==> config.mk <==
export PLATFORM = sky130hd
export DESIGN_NAME = actr_queue
export DESIGN_NICKNAME = d
export VERILOG_FILES = /design/src/rtl/core/actr_pkg.sv /design/src/rtl/core/actr_queue.sv
export SDC_FILE = /design/constraint.sdc
export NUM_CORES = 1
export LEC_CHECK = 0
export ABC_AREA = 0
export BUFFER_PORTS_ARGS = -buffer_cell sky130_fd_sc_hd__buf_2
export CAP_MARGIN = 20
export CELL_PAD_IN_SITES_DETAIL_PLACEMENT = 1
export CELL_PAD_IN_SITES_GLOBAL_PLACEMENT = 1
export CORE_ASPECT_RATIO = 0.5
export CORE_MARGIN = 8
export CORE_UTILIZATION = 30
export DETAILED_ROUTE_END_ITERATION = 10
export PLACE_DENSITY_LB_ADDON = 0.1
export SKIP_CTS_REPAIR_TIMING = 1
export SLEW_MARGIN = 20
export SYNTH_ARGS = -nofsm -noshare
export SYNTH_HDL_FRONTEND = slang
export SYNTH_SLANG_ARGS = --single-unit
==> constraint.sdc <==
create_clock -name clk -period 10.1 [get_ports clk]
set_input_delay 0 -clock clk [delete_from_list [all_inputs] [get_ports clk]]
set_output_delay 0 -clock clk [all_outputs]
set_load 0.02 [all_outputs]
==> src/rtl/core/actr_pkg.sv <==
// Shared types, constants and AES round functions for the CTR stream decryptor.
package actr_pkg;

	localparam int QueueDepth = 4;
	localparam int PtrW       = $clog2(QueueDepth);
	localparam int AesRounds  = 10;

	localparam logic [7:0] CFG_KEY_HIGH = 8'd0;
	localparam logic [7:0] CFG_KEY_LOW  = 8'd1;
	localparam logic [7:0] CFG_IV_HIGH  = 8'd2;
	localparam logic [7:0] CFG_IV_LOW   = 8'd3;

	typedef struct packed {
		logic [127:0] ctr;
		logic [3:0]   pos;
		logic         refresh;
		logic [7:0]   cbyte;
		logic         last;
	} actr_item_t;

	localparam logic [7:0] SBOX [256] = '{
		8'h63,8'h7c,8'h77,8'h7b,8'hf2,8'h6b,8'h6f,8'hc5,8'h30,8'h01,8'h67,8'h2b,8'hfe,8'hd7,8'hab,8'h76,
		8'hca,8'h82,8'hc9,8'h7d,8'hfa,8'h59,8'h47,8'hf0,8'had,8'hd4,8'ha2,8'haf,8'h9c,8'ha4,8'h72,8'hc0,
		8'hb7,8'hfd,8'h93,8'h26,8'h36,8'h3f,8'hf7,8'hcc,8'h34,8'ha5,8'he5,8'hf1,8'h71,8'hd8,8'h31,8'h15,
		8'h04,8'hc7,8'h23,8'hc3,8'h18,8'h96,8'h05,8'h9a,8'h07,8'h12,8'h80,8'he2,8'heb,8'h27,8'hb2,8'h75,
		8'h09,8'h83,8'h2c,8'h1a,8'h1b,8'h6e,8'h5a,8'ha0,8'h52,8'h3b,8'hd6,8'hb3,8'h29,8'he3,8'h2f,8'h84,
		8'h53,8'hd1,8'h00,8'hed,8'h20,8'hfc,8'hb1,8'h5b,8'h6a,8'hcb,8'hbe,8'h39,8'h4a,8'h4c,8'h58,8'hcf,
		8'hd0,8'hef,8'haa,8'hfb,8'h43,8'h4d,8'h33,8'h85,8'h45,8'hf9,8'h02,8'h7f,8'h50,8'h3c,8'h9f,8'ha8,
		8'h51,8'ha3,8'h40,8'h8f,8'h92,8'h9d,8'h38,8'hf5,8'hbc,8'hb6,8'hda,8'h21,8'h10,8'hff,8'hf3,8'hd2,
		8'hcd,8'h0c,8'h13,8'hec,8'h5f,8'h97,8'h44,8'h17,8'hc4,8'ha7,8'h7e,8'h3d,8'h64,8'h5d,8'h19,8'h73,
		8'h60,8'h81,8'h4f,8'hdc,8'h22,8'h2a,8'h90,8'h88,8'h46,8'hee,8'hb8,8'h14,8'hde,8'h5e,8'h0b,8'hdb,
		8'he0,8'h32,8'h3a,8'h0a,8'h49,8'h06,8'h24,8'h5c,8'hc2,8'hd3,8'hac,8'h62,8'h91,8'h95,8'he4,8'h79,
		8'he7,8'hc8,8'h37,8'h6d,8'h8d,8'hd5,8'h4e,8'ha9,8'h6c,8'h56,8'hf4,8'hea,8'h65,8'h7a,8'hae,8'h08,
		8'hba,8'h78,8'h25,8'h2e,8'h1c,8'ha6,8'hb4,8'hc6,8'he8,8'hdd,8'h74,8'h1f,8'h4b,8'hbd,8'h8b,8'h8a,
		8'h70,8'h3e,8'hb5,8'h66,8'h48,8'h03,8'hf6,8'h0e,8'h61,8'h35,8'h57,8'hb9,8'h86,8'hc1,8'h1d,8'h9e,
		8'he1,8'hf8,8'h98,8'h11,8'h69,8'hd9,8'h8e,8'h94,8'h9b,8'h1e,8'h87,8'he9,8'hce,8'h55,8'h28,8'hdf,
		8'h8c,8'ha1,8'h89,8'h0d,8'hbf,8'he6,8'h42,8'h68,8'h41,8'h99,8'h2d,8'h0f,8'hb0,8'h54,8'hbb,8'h16
	};

	localparam logic [7:0] RCON [AesRounds] = '{
		8'h01,8'h02,8'h04,8'h08,8'h10,8'h20,8'h40,8'h80,8'h1b,8'h36
	};

	function automatic logic [7:0] xtime(logic [7:0] x);
		return {x[6:0], 1'b0} ^ (x[7] ? 8'h1b : 8'h00);
	endfunction

	// Next AES-128 round key from the current one.
	function automatic logic [127:0] key_expand(logic [127:0] rk, logic [7:0] rc);
		logic [31:0] t, w0, w1, w2, w3;
		t  = {SBOX[rk[23:16]] ^ rc, SBOX[rk[15:8]], SBOX[rk[7:0]], SBOX[rk[31:24]]};
		w0 = rk[127:96] ^ t;
		w1 = rk[95:64] ^ w0;
		w2 = rk[63:32] ^ w1;
		w3 = rk[31:0] ^ w2;
		return {w0, w1, w2, w3};
	endfunction

	// One AES round: SubBytes, ShiftRows, optional MixColumns, AddRoundKey.
	function automatic logic [127:0] aes_round(logic [127:0] st, logic [127:0] rk, logic mix);
		logic [7:0]   s [16];
		logic [7:0]   t [16];
		logic [7:0]   a0, a1, a2, a3, all;
		logic [127:0] res;
		for (int i = 0; i < 16; i++) s[i] = st[127 - 8*i -: 8];
		for (int c = 0; c < 4; c++)
			for (int j = 0; j < 4; j++)
				t[j + 4*c] = SBOX[s[j + 4*((c + j) % 4)]];
		if (mix) begin
			for (int c = 0; c < 4; c++) begin
				a0 = t[4*c]; a1 = t[4*c+1]; a2 = t[4*c+2]; a3 = t[4*c+3];
				all = a0 ^ a1 ^ a2 ^ a3;
				t[4*c]   = a0 ^ all ^ xtime(a0 ^ a1);
				t[4*c+1] = a1 ^ all ^ xtime(a1 ^ a2);
				t[4*c+2] = a2 ^ all ^ xtime(a2 ^ a3);
				t[4*c+3] = a3 ^ all ^ xtime(a3 ^ a0);
			end
		end
		for (int i = 0; i < 16; i++) res[127 - 8*i -: 8] = t[i] ^ rk[127 - 8*i -: 8];
		return res;
	endfunction

endpackage

==> src/rtl/core/actr_queue.sv <==
// Small register queue between the front end and the AES back end.
module actr_queue (
	input  logic                 clk,
	input  logic                 arst_n,
	input  logic                 push,
	input  actr_pkg::actr_item_t push_item,
	output logic                 not_full,
	input  logic                 pop,
	output logic                 not_empty,
	output actr_pkg::actr_item_t pop_item
);
	import actr_pkg::*;

	actr_item_t      mem_q [QueueDepth];
	logic [PtrW-1:0] wr_q, rd_q;
	logic [PtrW:0]   count_q;

	assign not_full  = (count_q != (PtrW+1)'(QueueDepth));
	assign not_empty = (count_q != '0);
	assign pop_item  = mem_q[rd_q];

	always_ff @(posedge clk) begin
		if (push) mem_q[wr_q] <= push_item;
	end

	always_ff @(posedge clk or negedge arst_n) begin
		if (!arst_n) begin
			wr_q    <= '0;
			rd_q    <= '0;
			count_q <= '0;
		end else begin
			if (push) wr_q <= wr_q + 1'b1;
			if (pop) rd_q <= rd_q + 1'b1;
			case ({push, pop})
				2'b10:   count_q <= count_q + 1'b1;
				2'b01:   count_q <= count_q - 1'b1;
				default: count_q <= count_q;
			endcase
		end
	end

	a_no_overflow: assert property (@(posedge clk) disable iff (!arst_n)
		count_q <= (PtrW+1)'(QueueDepth)) else $error("queue count above depth");
	a_push_full: assert property (@(posedge clk) disable iff (!arst_n)
		push |-> not_full) else $error("push into full queue");
	a_pop_empty: assert property (@(posedge clk) disable iff (!arst_n)
		pop |-> not_empty) else $error("pop from empty queue");
	a_count_up: assert property (@(posedge clk) disable iff (!arst_n)
		(push && !pop) |=> count_q == $past(count_q) + 1'b1) else $error("count not advanced");
endmodule

==> summary.txt, run 1 <==
STA
  – Hold slack: 0.1490 ns
  – RSZ-0062 raised after global routing: no
  – Worst rel slew slack: 30.16%
  – Post-route setup TNS: 0 ns
  – Final hold violation count: 0
  – FMAX: 0.2629 GHz
  – Final WS setup: 6.297 ns
  – Tcrit/Tclk final: 37.65%
  – Finish-stage setup viols: 0
  – Max-slew violations: 0
  – Tightest Pin Transition: 1.048 ns
  – Skew final: 0.02411 ns
  – Tmin final: 3.803 ns

Synthesis
  – Fraction of registers with async set or reset after synthesis: 1.217%
  – Synth Area per Inst: 26.77 µm²
  – Ys flop type: edfxtp_1
  – Synthesized area: 0.02085 mm²
  – Number of enable flip-flop cells after synthesis: 568
  – Seq cells post-synth: 575
  – Top cells by area, synth: edfxtp_1 82%, mux4_2 15%, dfrtp_1 0.84%, buf_6 0.43%, buf_2 0.41%
  – Yosys top cell by area: edfxtp_1
  – Top cells by count, synth: 568 x edfxtp_1, 142 x mux4_2, 17 x buf_2, 8 x buf_6, 7 x dfrtp_1
  – Top cell type's share of synthesized area: 81.79%
  – Synth Instances: 779
  – Most frequent cell after synthesis: edfxtp_1
  – Netlist cell types: 18
  – Synth Warn #: 0
  – Syn Nets: 931
  – Sequential element share of the synthesized area: 82.63%

Floorplanning
  – Initial Utilization: 30.30%
  – # rows: 68
  – Ports: 290
  – Die width: 388.9 µm
  – Core footprint: 0.06883 mm²
  – Die ar.: 0.07872 mm²
  – Die height: 202.4 µm

Placed design
  – Hpwl dp: 30020 µm
  – Final GP Congestion: 0.6546
  – DP Worst Slack: 6.722 ns
  – Placed insts: 1960
  – Port Buf Inserts: 289

Setup path
  – Startpoint types: register
  – Setup crit end: pop_item[43]
  – Crit path launch: rd_q[0]
  – R2R Path Start: wr_q[0]
  – R2R depth: 3
  – Crit end category: output port
  – CP max FO: 36
  – Worst EP required: 10.10 ns
  – Reg-to-reg endpoint: mem_q[3][138]
  – CP Data Arrival Time: 3.80 ns
  – R2R Setup Slk: 7.33 ns
  – Kind of critical path: register to output port

Clock tree
  – TritonCTS clock tree: done
  – CTS sink count: 575
  – Clk root buf: clkbuf_16
  – Max clock buf depth: 3
  – H-tree Lvls: 2
  – CTS clock-pin slew for the worst setup and hold paths: 0.07 ns
  – Clk Latency, worst-skew pair: 0.61 ns
  – Cts bufs inserted: 54

Global routing
  – M3 GR Usage: 2.501%
  – Grt peak-use layer: met2
  – Vias in the first global route: 10300
  – Gr usage total: 12.30%
  – First-pass GRT wire length: 71770 µm
  – Initial antenna violation count: 2
  – Total gr overflow: 0
  – Grt met2 use: 24.12%
  – GR Util met1: 13.35%
  – Largest net degree at the start of global routing: 62

Route
  – 1st-iter DRT viols: 457
  – Antenna-violating nets left: 0
  – Post-DR wirelength/cell: 22.44 µm
  – Drt first pass iters: 4
  – Routed vias/inst: 4.424
  – Drt drc: 0
  – Via count: 9754
  – Total Wirelength: 49480 µm

Cells and area
  – ANT cells: 0
  – Fin nets: 1405
  – Fin cells: 2205
  – Share of cells above drive strength 1: 40.23%
  – Fillers: 6563
  – Core Util, Final: 38.56%
  – Area Overhead vs Synth: 27.28%

Power and ir drop
  – Sequential share of power: 42.8%
  – Internal power: 5.188 mW
  – Gate power share: 31.2%
  – Leak pwr: 8.983 nW
  – VDD IR max: 0.1536 mV
  – Net load switching power: 2.480 mW
  – P per Cell Area: 288.9 mW/mm²
  – Sw frac: 32.34%
  – Clock network fraction of total power: 25.9%

Min path
  – HP Class: input port to register
  – Hold path cells: 2

Run
  – Max_cap viols: 0

Outcome
  – Status: finished, final reports clean
-- cell type report --
type	instances	area [µm²]	share of cell area, %
clock buffer	69	1429	5.383
clock inverter	29	255.2	0.9617
inverter	6	22.52	0.08485
multi-input combinational	166	3405	12.83
sequential	575	17240	64.95
tap	910	1139	4.290
timing repair buffer	450	3053	11.50
-- routing by layer --
| layer | vias up | wire length (µm) |
|---|---|---|
| met3 | 62 | 1799 |
| li1 | 4329 | - |
| met5 | - | 0 |
| met1 | 5248 | 18710 |
| met4 | 0 | 844 |
| met2 | 115 | 28130 |
-- power groups by stage --
stage | clock network [mW] | logic, mW | registers (mW)
6_report | 1.99 | 2.40 | 3.28
5_1_grt | 2.16 | 2.58 | 3.33
4_1_cts | 2.07 | 2.47 | 3.30
3_5_place_dp | 0 | 2.46 | 3.35
3_3_place_gp | 0 | 2.45 | 3.32
2_1_floorplan | 0 | 1.66 | 3.29
-- state kept, by name (all words and copies together), names as in the netlist --
| register | count |
|---|---|
| count_q | 3 |
| wr_q | 2 |
| rd_q | 2 |
| mem_q | 568 |
-- stage by stage --
stage	power (mW)	area (µm²)
2_1_floorplan	4.948	20850
3_3_place_gp	5.773	23350
3_5_place_dp	5.816	23370
4_1_cts	7.839	25050
5_1_grt	8.070	26540
6_report	7.668	26540
-- worst min path at each step --
stage | slack (ns) | start | to
after global placement | -0.16 | arst_n | rd_q[0]
after global routing | 0.11 | push_item[77] | mem_q[0][77]
after CTS | -0.83 | arst_n | rd_q[0]
after detailed placement | -0.15 | arst_n | rd_q[0]
final | 0.15 | push_item[126] | mem_q[2][126]
after floorplan | -0.30 | arst_n | count_q[0]
-- cell usage in the layout (no fill, tap or decap), types with 3 or more instances in the layout --
cell type,count
inv_1,6
ha_1,5
bufinv_16,5
edfxtp_1,568
clkinv_1,15
dlygate4sd3_1,146
clkinv_2,8
clkbuf_1,14
dfrtp_1,5
clkbuf_16,55
mux4_2,142
buf_4,13
buf_2,289
xor2_1,4
and2_4,4
nand2_1,3
-- worst max-delay path, cell delays in order, from the launching register on --
cell and delay, ns:
dfrtp_4 0.86, buf_4 0.75, buf_4 0.69, mux4_2 0.59, buf_2 0.18
-- cells by family (layout without fill, tap and decap cells) --
kind of cell | count (synthesis) | after routing | share of synthesized area (%)
buf+inv | 38 | 554 | 1.092
xor+xnor | 6 | 6 | 0.2520
mux | 142 | 142 | 15.34
compound gates | 2 | 2 | 0.04800
simple gates | 10 | 10 | 0.2460
fa+ha+maj | 6 | 6 | 0.3960
flops | 575 | 575 | 82.63
Power figures use the tool's default switching activity.
==> run 2: changes to the inputs <==
==> constraint.sdc (replaced) <==
create_clock -name clk -period 3.65 [get_ports clk]
set_input_delay 0 -clock clk [delete_from_list [all_inputs] [get_ports clk]]
set_output_delay 0 -clock clk [all_outputs]
set_load 0.02 [all_outputs]
==> summary.txt, run 2 (synthesis gave the netlist of run 1 again) <==
Clock tree
  – CTS clock-pin slew for the worst setup and hold paths: 0.06 ns (was 0.07 ns)
  – Clk root buf: clkbuf_16 (unchanged)
  – Clk Latency, worst-skew pair: 0.60 ns (was 0.61 ns)
  – TritonCTS clock tree: done (unchanged)
  – Cts bufs inserted: 55 (was 54)
  – Max clock buf depth: 3 (unchanged)
  – H-tree Lvls: 2 (unchanged)
  – CTS sink count: 575 (unchanged)

Run
  – Max_cap viols: 0 (unchanged)

STA
  – Skew final: 0.01087 ns (was 0.02411 ns)
  – Finish-stage setup viols: 0 (unchanged)
  – Post-route setup TNS: 0 ns (unchanged)
  – Worst rel slew slack: 41.65% (was 30.16%)
  – Final hold violation count: 0 (unchanged)
  – Max-slew violations: 0 (unchanged)
  – Tcrit/Tclk final: 72.76%
  – RSZ-0062 raised after global routing: no (unchanged)
  – Tmin final: 2.656 ns
  – FMAX: 0.3766 GHz
  – Hold slack: 0.1577 ns (was 0.1490 ns)
  – Tightest Pin Transition: 0.8753 ns (was 1.048 ns)

Global routing
  – Initial antenna violation count: 0 (was 2)
  – Vias in the first global route: 10620 (was 10300)
  – First-pass GRT wire length: 74120 µm (was 71770 µm)
  – Largest net degree at the start of global routing: 51 (was 62)
  – Gr usage total: 12.62% (was 12.30%)
  – Total gr overflow: 0 (unchanged)

Setup path
  – Crit path buffers/inverters: 2 (was 3)
  – Slowest CP cell: dfrtp_4 (unchanged)
  – CP max stage delay: 0.96 ns (was 0.86 ns)
  – Logic depth of the worst path, buffers included: 3 (was 4)
  – Kind of critical path: register to output port (unchanged)
  – CP Cell Sequence: buf_4 > mux4_2 > buf_2 (was buf_4 > buf_4 > mux4_2 > buf_2)
  – Startpoint types: register (unchanged)
  – R2R depth: 4 (was 3)
  – CP Data Arrival Time: 2.66 ns (was 3.80 ns)
  – Crit end category: output port (unchanged)
  – CP delay by family, top: flip-flops (was buffers and inverters)
  – Worst EP required: 3.65 ns (was 10.10 ns)
  – CP max FO: 47 (was 36)

Floorplanning
  – Initial Utilization: 30.30% (unchanged)
  – Die ar.: 0.07872 mm² (unchanged)
  – Ports: 290 (unchanged)
  – Die width: 388.9 µm (unchanged)
  – # rows: 68 (unchanged)
  – Die height: 202.4 µm (unchanged)
  – Core footprint: 0.06883 mm² (unchanged)

Power and ir drop
  – Gate power share: 32.3% (was 31.2%)
  – Power, Total: 21.40 mW (was 7.668 mW)
  – Sequential share of power: 42.3% (was 42.8%)
  – Internal power: 14.44 mW (was 5.188 mW)
  – Sw frac: 32.50% (was 32.34%)
  – P per Cell Area: 800.7 mW/mm² (was 288.9 mW/mm²)
  – Net load switching power: 6.954 mW (was 2.480 mW)
  – VDD IR max: 0.3822 mV (was 0.1536 mV)
  – Leak pwr: 9.053 nW (was 8.983 nW)
  – Clock network fraction of total power: 25.5% (was 25.9%)

Route
  – Drt first pass iters: 6 (was 4)
  – Post-DR wirelength/cell: 22.85 µm (was 22.44 µm)
  – Via count: 9778 (was 9754)
  – Routed vias/inst: 4.420 (was 4.424)
  – Drt drc: 0 (unchanged)
  – 1st-iter DRT viols: 414 (was 457)
  – Antenna-violating nets left: 0 (unchanged)
  – Total Wirelength: 50540 µm (was 49480 µm)

Cells and area
  – Most common cell after layout, fill and taps aside: edfxtp_1 (unchanged)
  – Top reg by flops: mem_q (unchanged)
  – Most frequent cells in the layout: 568 x edfxtp_1, 289 x buf_2, 146 x dlygate4sd3_1, 142 x mux4_2, 57 x clkbuf_16 (was 568 x edfxtp_1, 289 x buf_2, 146 x dlygate4sd3_1, 142 x mux4_2, 55 x clkbuf_16)
  – Area Overhead vs Synth: 28.13% (was 27.28%)
  – Final Cell Area: 0.02672 mm² (was 0.02654 mm²)
  – Core Util, Final: 38.82% (was 38.56%)
  – Top flop regs: mem_q: 568 flops, count_q: 3 flops (unchanged)
  – Share of cells above drive strength 1: 40.63% (was 40.23%)
  – Fin nets: 1415 (was 1405)
  – Max FFs per register: 568 (unchanged)
  – ANT cells: 0 (unchanged)

Placed design
  – Hpwl dp: 31710 µm (was 30020 µm)
  – Port Buf Inserts: 289 (unchanged)
  – Placed cell area: 0.02359 mm² (was 0.02337 mm²)
  – Final GP Congestion: 0.6700 (was 0.6546)

Outcome
  – Status: finished, final reports clean (unchanged)

Min path
  – Hold path cells: 2 (unchanged)
  – HP Class: input port to register (unchanged)
[run 2: cell types whose count changed in the layout (fill, tap and decap cells not counted)]
cell        previous run  this run
buf_12                 1        13
buf_16                 1         0
buf_4                 13        11
bufinv_16              5         3
clkbuf_1              14        19
clkbuf_16             55        57
clkinv_1              15         9
clkinv_2               8         7
clkinvlp_4             0         1
inv_6                  1         0
[run 2: final timing paths]
| kind | startpoint | to | slack (ns) |
|---|---|---|---|
| max | rd_q[1] | pop_item[127] | 0.99 |
| min | push_item[53] | mem_q[2][53] | 0.16 |
| max reg2reg | wr_q[0] | mem_q[0][101] | 1.55 |
| min reg2reg | count_q[0] | count_q[0] | 0.52 |
| max in group asynchronous | arst_n | rd_q[0] | 2.94 |
| min in group asynchronous | arst_n | count_q[0] | 0.38 |
[run 2: worst reg2reg max path, delay by kind of cell (launching register included)]
kind | cells | cell delay (ns)
and+or+nand+nor | 1 | 0.64
buffers and inverters | 2 | 0.50
DFF | 1 | 0.43
adders and majority gates | 1 | 0.16
[run 2: layout make-up]
cell class | instances | area, µm²
sequential | 575 | 17240
fill | 6569 | 42110
clock inverter | 20 | 166.4
inverter | 6 | 22.52
multi-input combinational | 166 | 3405
clock buffer | 76 | 1498
timing repair buffer | 459 | 3251
tap | 910 | 1139
[run 2: power by group through the flow]
stage / Combinational [mW] / Sequential [mW] / Clock [mW]
global placement: 7.06 / 9.14 / 0
CTS: 7.12 / 9.08 / 5.66
detailed placement: 7.10 / 9.22 / 0
global route: 7.42 / 9.17 / 5.89
finish: 6.90 / 9.05 / 5.45
floorplan: 4.59 / 8.99 / 0
[run 2: per-layer routing]
| layer | vias up | wire [µm] | global-route usage (%) |
|---|---|---|---|
| met3 | 69 | 1459 | 2.419 |
| met4 | 0 | 949 | 3.094 |
| li1 | 4340 | - | - |
| met5 | - | 0 | 0 |
| met2 | 115 | 27800 | 23.86 |
| met1 | 5254 | 20340 | 14.67 |
[run 2: metrics by stage]
step	cells	worst slack (ns)
after detailed placement	1970	1.492
after floorplan	779	0.8439
after CTS	2066	0.8756
after global placement	1970	1.537
after global routing	2212	0.8464
final	2212	0.9943
==> run 3: changes to the inputs <==
==> constraint.sdc (replaced) <==
create_clock -name clk -period 2.7 [get_ports clk]
set_input_delay 0 -clock clk [delete_from_list [all_inputs] [get_ports clk]]
set_output_delay 0 -clock clk [all_outputs]
set_load 0.02 [all_outputs]
==> summary.txt, run 3 (synthesis gave the netlist of run 1 again) <==
Clock tree
  – H-tree Lvls: 2 (unchanged)
  – TritonCTS clock tree: done (unchanged)
  – CTS sink count: 575 (unchanged)
  – Clk Latency, worst-skew pair: 0.59 ns (was 0.60 ns)
  – Cts bufs inserted: 55 (unchanged)
  – CTS clock-pin slew for the worst setup and hold paths: 0.07 ns (was 0.06 ns)
  – Max clock buf depth: 3 (unchanged)
  – Clk root buf: clkbuf_16 (unchanged)

Cells and area
  – Share of cells above drive strength 1: 42.03% (was 40.63%)
  – Fillers: 6563 (was 6569)
  – Most common cell after layout, fill and taps aside: edfxtp_1 (unchanged)
  – Fin nets: 1431 (was 1415)
  – Max FFs per register: 568 (unchanged)
  – Top flop regs: mem_q: 568 flops, count_q: 3 flops (unchanged)
  – Fin cells: 2234 (was 2212)
  – Area Overhead vs Synth: 29.76% (was 28.13%)
  – Top reg by flops: mem_q (unchanged)
  – Most frequent cells in the layout: 568 x edfxtp_1, 289 x buf_2, 146 x dlygate4sd3_1, 142 x mux4_2, 57 x clkbuf_16 (unchanged)

STA
  – Tightest Pin Transition: 0.6485 ns (was 0.8753 ns)
  – Final hold violation count: 0 (unchanged)
  – FMAX: 0.4091 GHz
  – Worst rel slew slack: 56.77% (was 41.65%)
  – RSZ-0062 raised after global routing: no (unchanged)
  – Final WS setup: 0.2558 ns (was 0.9943 ns)
  – Tcrit/Tclk final: 90.53%
  – Tmin final: 2.444 ns
  – Finish-stage setup viols: 0 (unchanged)
  – Post-route setup TNS: 0 ns (unchanged)
  – Skew final: 0.01228 ns (was 0.01087 ns)
  – Max-slew violations: 0 (unchanged)

Power and ir drop
  – P per Cell Area: 1081 mW/mm² (was 800.7 mW/mm²)
  – Leak pwr: 9.215 nW (was 9.053 nW)
  – VDD IR max: 0.6519 mV (was 0.3822 mV)

Setup path
  – Crit end category: output port (unchanged)
  – CP max stage delay: 0.71 ns (was 0.96 ns)
  – CP max FO: 33 (was 47)
  – CP Cell Sequence: buf_12 > mux4_2 > buf_2 (was buf_4 > mux4_2 > buf_2)
  – Startpoint types: register (unchanged)
  – Kind of critical path: register to output port (unchanged)
  – CP Data Arrival Time: 2.44 ns (was 2.66 ns)
  – R2R depth: 4 (unchanged)
  – Crit path buffers/inverters: 2 (unchanged)
  – Slowest CP cell: dfrtp_4 (unchanged)
  – Worst EP required: 2.70 ns (was 3.65 ns)
  – Logic depth of the worst path, buffers included: 3 (unchanged)
  – CP delay by family, top: flip-flops (unchanged)

Outcome
  – Status: finished, final reports clean (unchanged)

Floorplanning
  – Die width: 388.9 µm (unchanged)
  – Initial Utilization: 30.30% (unchanged)
  – # rows: 68 (unchanged)
  – Ports: 290 (unchanged)
  – Die height: 202.4 µm (unchanged)
  – Die ar.: 0.07872 mm² (unchanged)
  – Core footprint: 0.06883 mm² (unchanged)

Global routing
  – Total gr overflow: 0 (unchanged)
  – Vias in the first global route: 10640 (was 10620)
  – Initial antenna violation count: 1 (was 0)
  – Gr usage total: 12.34% (was 12.62%)
  – First-pass GRT wire length: 72370 µm (was 74120 µm)
  – Largest net degree at the start of global routing: 34 (was 51)

Placed design
  – Port Buf Inserts: 289 (unchanged)
  – Placed insts: 1986 (was 1970)
  – DP Worst Slack: 0.6952 ns (was 1.492 ns)
  – Hpwl dp: 32480 µm (was 31710 µm)
  – Final GP Congestion: 0.6583 (was 0.6700)

Route
  – Via count: 9850 (was 9778)
  – Total Wirelength: 49200 µm (was 50540 µm)
  – 1st-iter DRT viols: 392 (was 414)
  – Post-DR wirelength/cell: 22.02 µm (was 22.85 µm)
  – Drt first pass iters: 4 (was 6)
  – Antenna-violating nets left: 0 (unchanged)
  – Drt drc: 0 (unchanged)
  – Routed vias/inst: 4.409 (was 4.420)

Run
  – Max_cap viols: 0 (unchanged)

Min path
  – Hold path cells: 2 (unchanged)
  – HP Class: input port to register (unchanged)
==> run 3: per-layer routing <==
metal  routed length [µm]  global-route usage [%]
met1                19030                   13.82
met2                27810                   23.86
met3                 1432                   2.362
met4                  921                   3.265
met5                    0                       0
==> run 3: final timing paths <==
| check | slack, ns | startpoint | end |
|---|---|---|---|
| max | 0.26 | rd_q[0] | pop_item[82] |
| min | 0.15 | push_item[138] | mem_q[2][138] |
| max reg2reg | 0.74 | wr_q[0] | mem_q[0][131] |
| min reg2reg | 0.49 | count_q[2] | count_q[2] |
| max in group asynchronous | 2.03 | arst_n | rd_q[0] |
| min in group asynchronous | 0.38 | arst_n | rd_q[1] |
==> run 3: cell type report <==
cell class	count	area [µm²]	share of cell area, %
antenna	1	2.502	0.009248
clock inverter	28	197.7	0.7306
clock buffer	73	1546	5.715
inverter	6	22.52	0.08323
sequential	575	17240	63.71
multi-input combinational	166	3405	12.58
tap	910	1139	4.208
timing repair buffer	475	3508	12.97
==> run 3: metrics by stage <==
stage               hold slack [ns]  utilization, %  cell area (µm²)  power, mW
floorplan                   -0.2956               -            20860      18.31
global placement            -0.1442           34.65            23850      22.12
detailed placement          -0.1397           34.65            23850      22.28
CTS                         -0.8146           37.19            25600      29.91
global route                 0.1110           39.31            27060      30.76
finish                       0.1520           39.31            27060      29.26
==> run 3: power by group <==
part / leakage, nW / total [mW] / switching, mW / internal [mW]
registers: 5.30 / 12.2 / 0.540 / 11.6
clock network: 0.851 / 7.50 / 3.29 / 4.21
logic: 3.07 / 9.57 / 5.60 / 3.97
total: 9.21 / 29.3 / 9.43 / 19.8
==> run 3: worst register-to-register path, delay by kind of cell (launching register included) <==
family / cells / cell delay (ns)
and+or+nand+nor: 1 / 0.53
buffers and inverters: 2 / 0.50
adders and majority gates: 1 / 0.18
DFF: 1 / 0.43
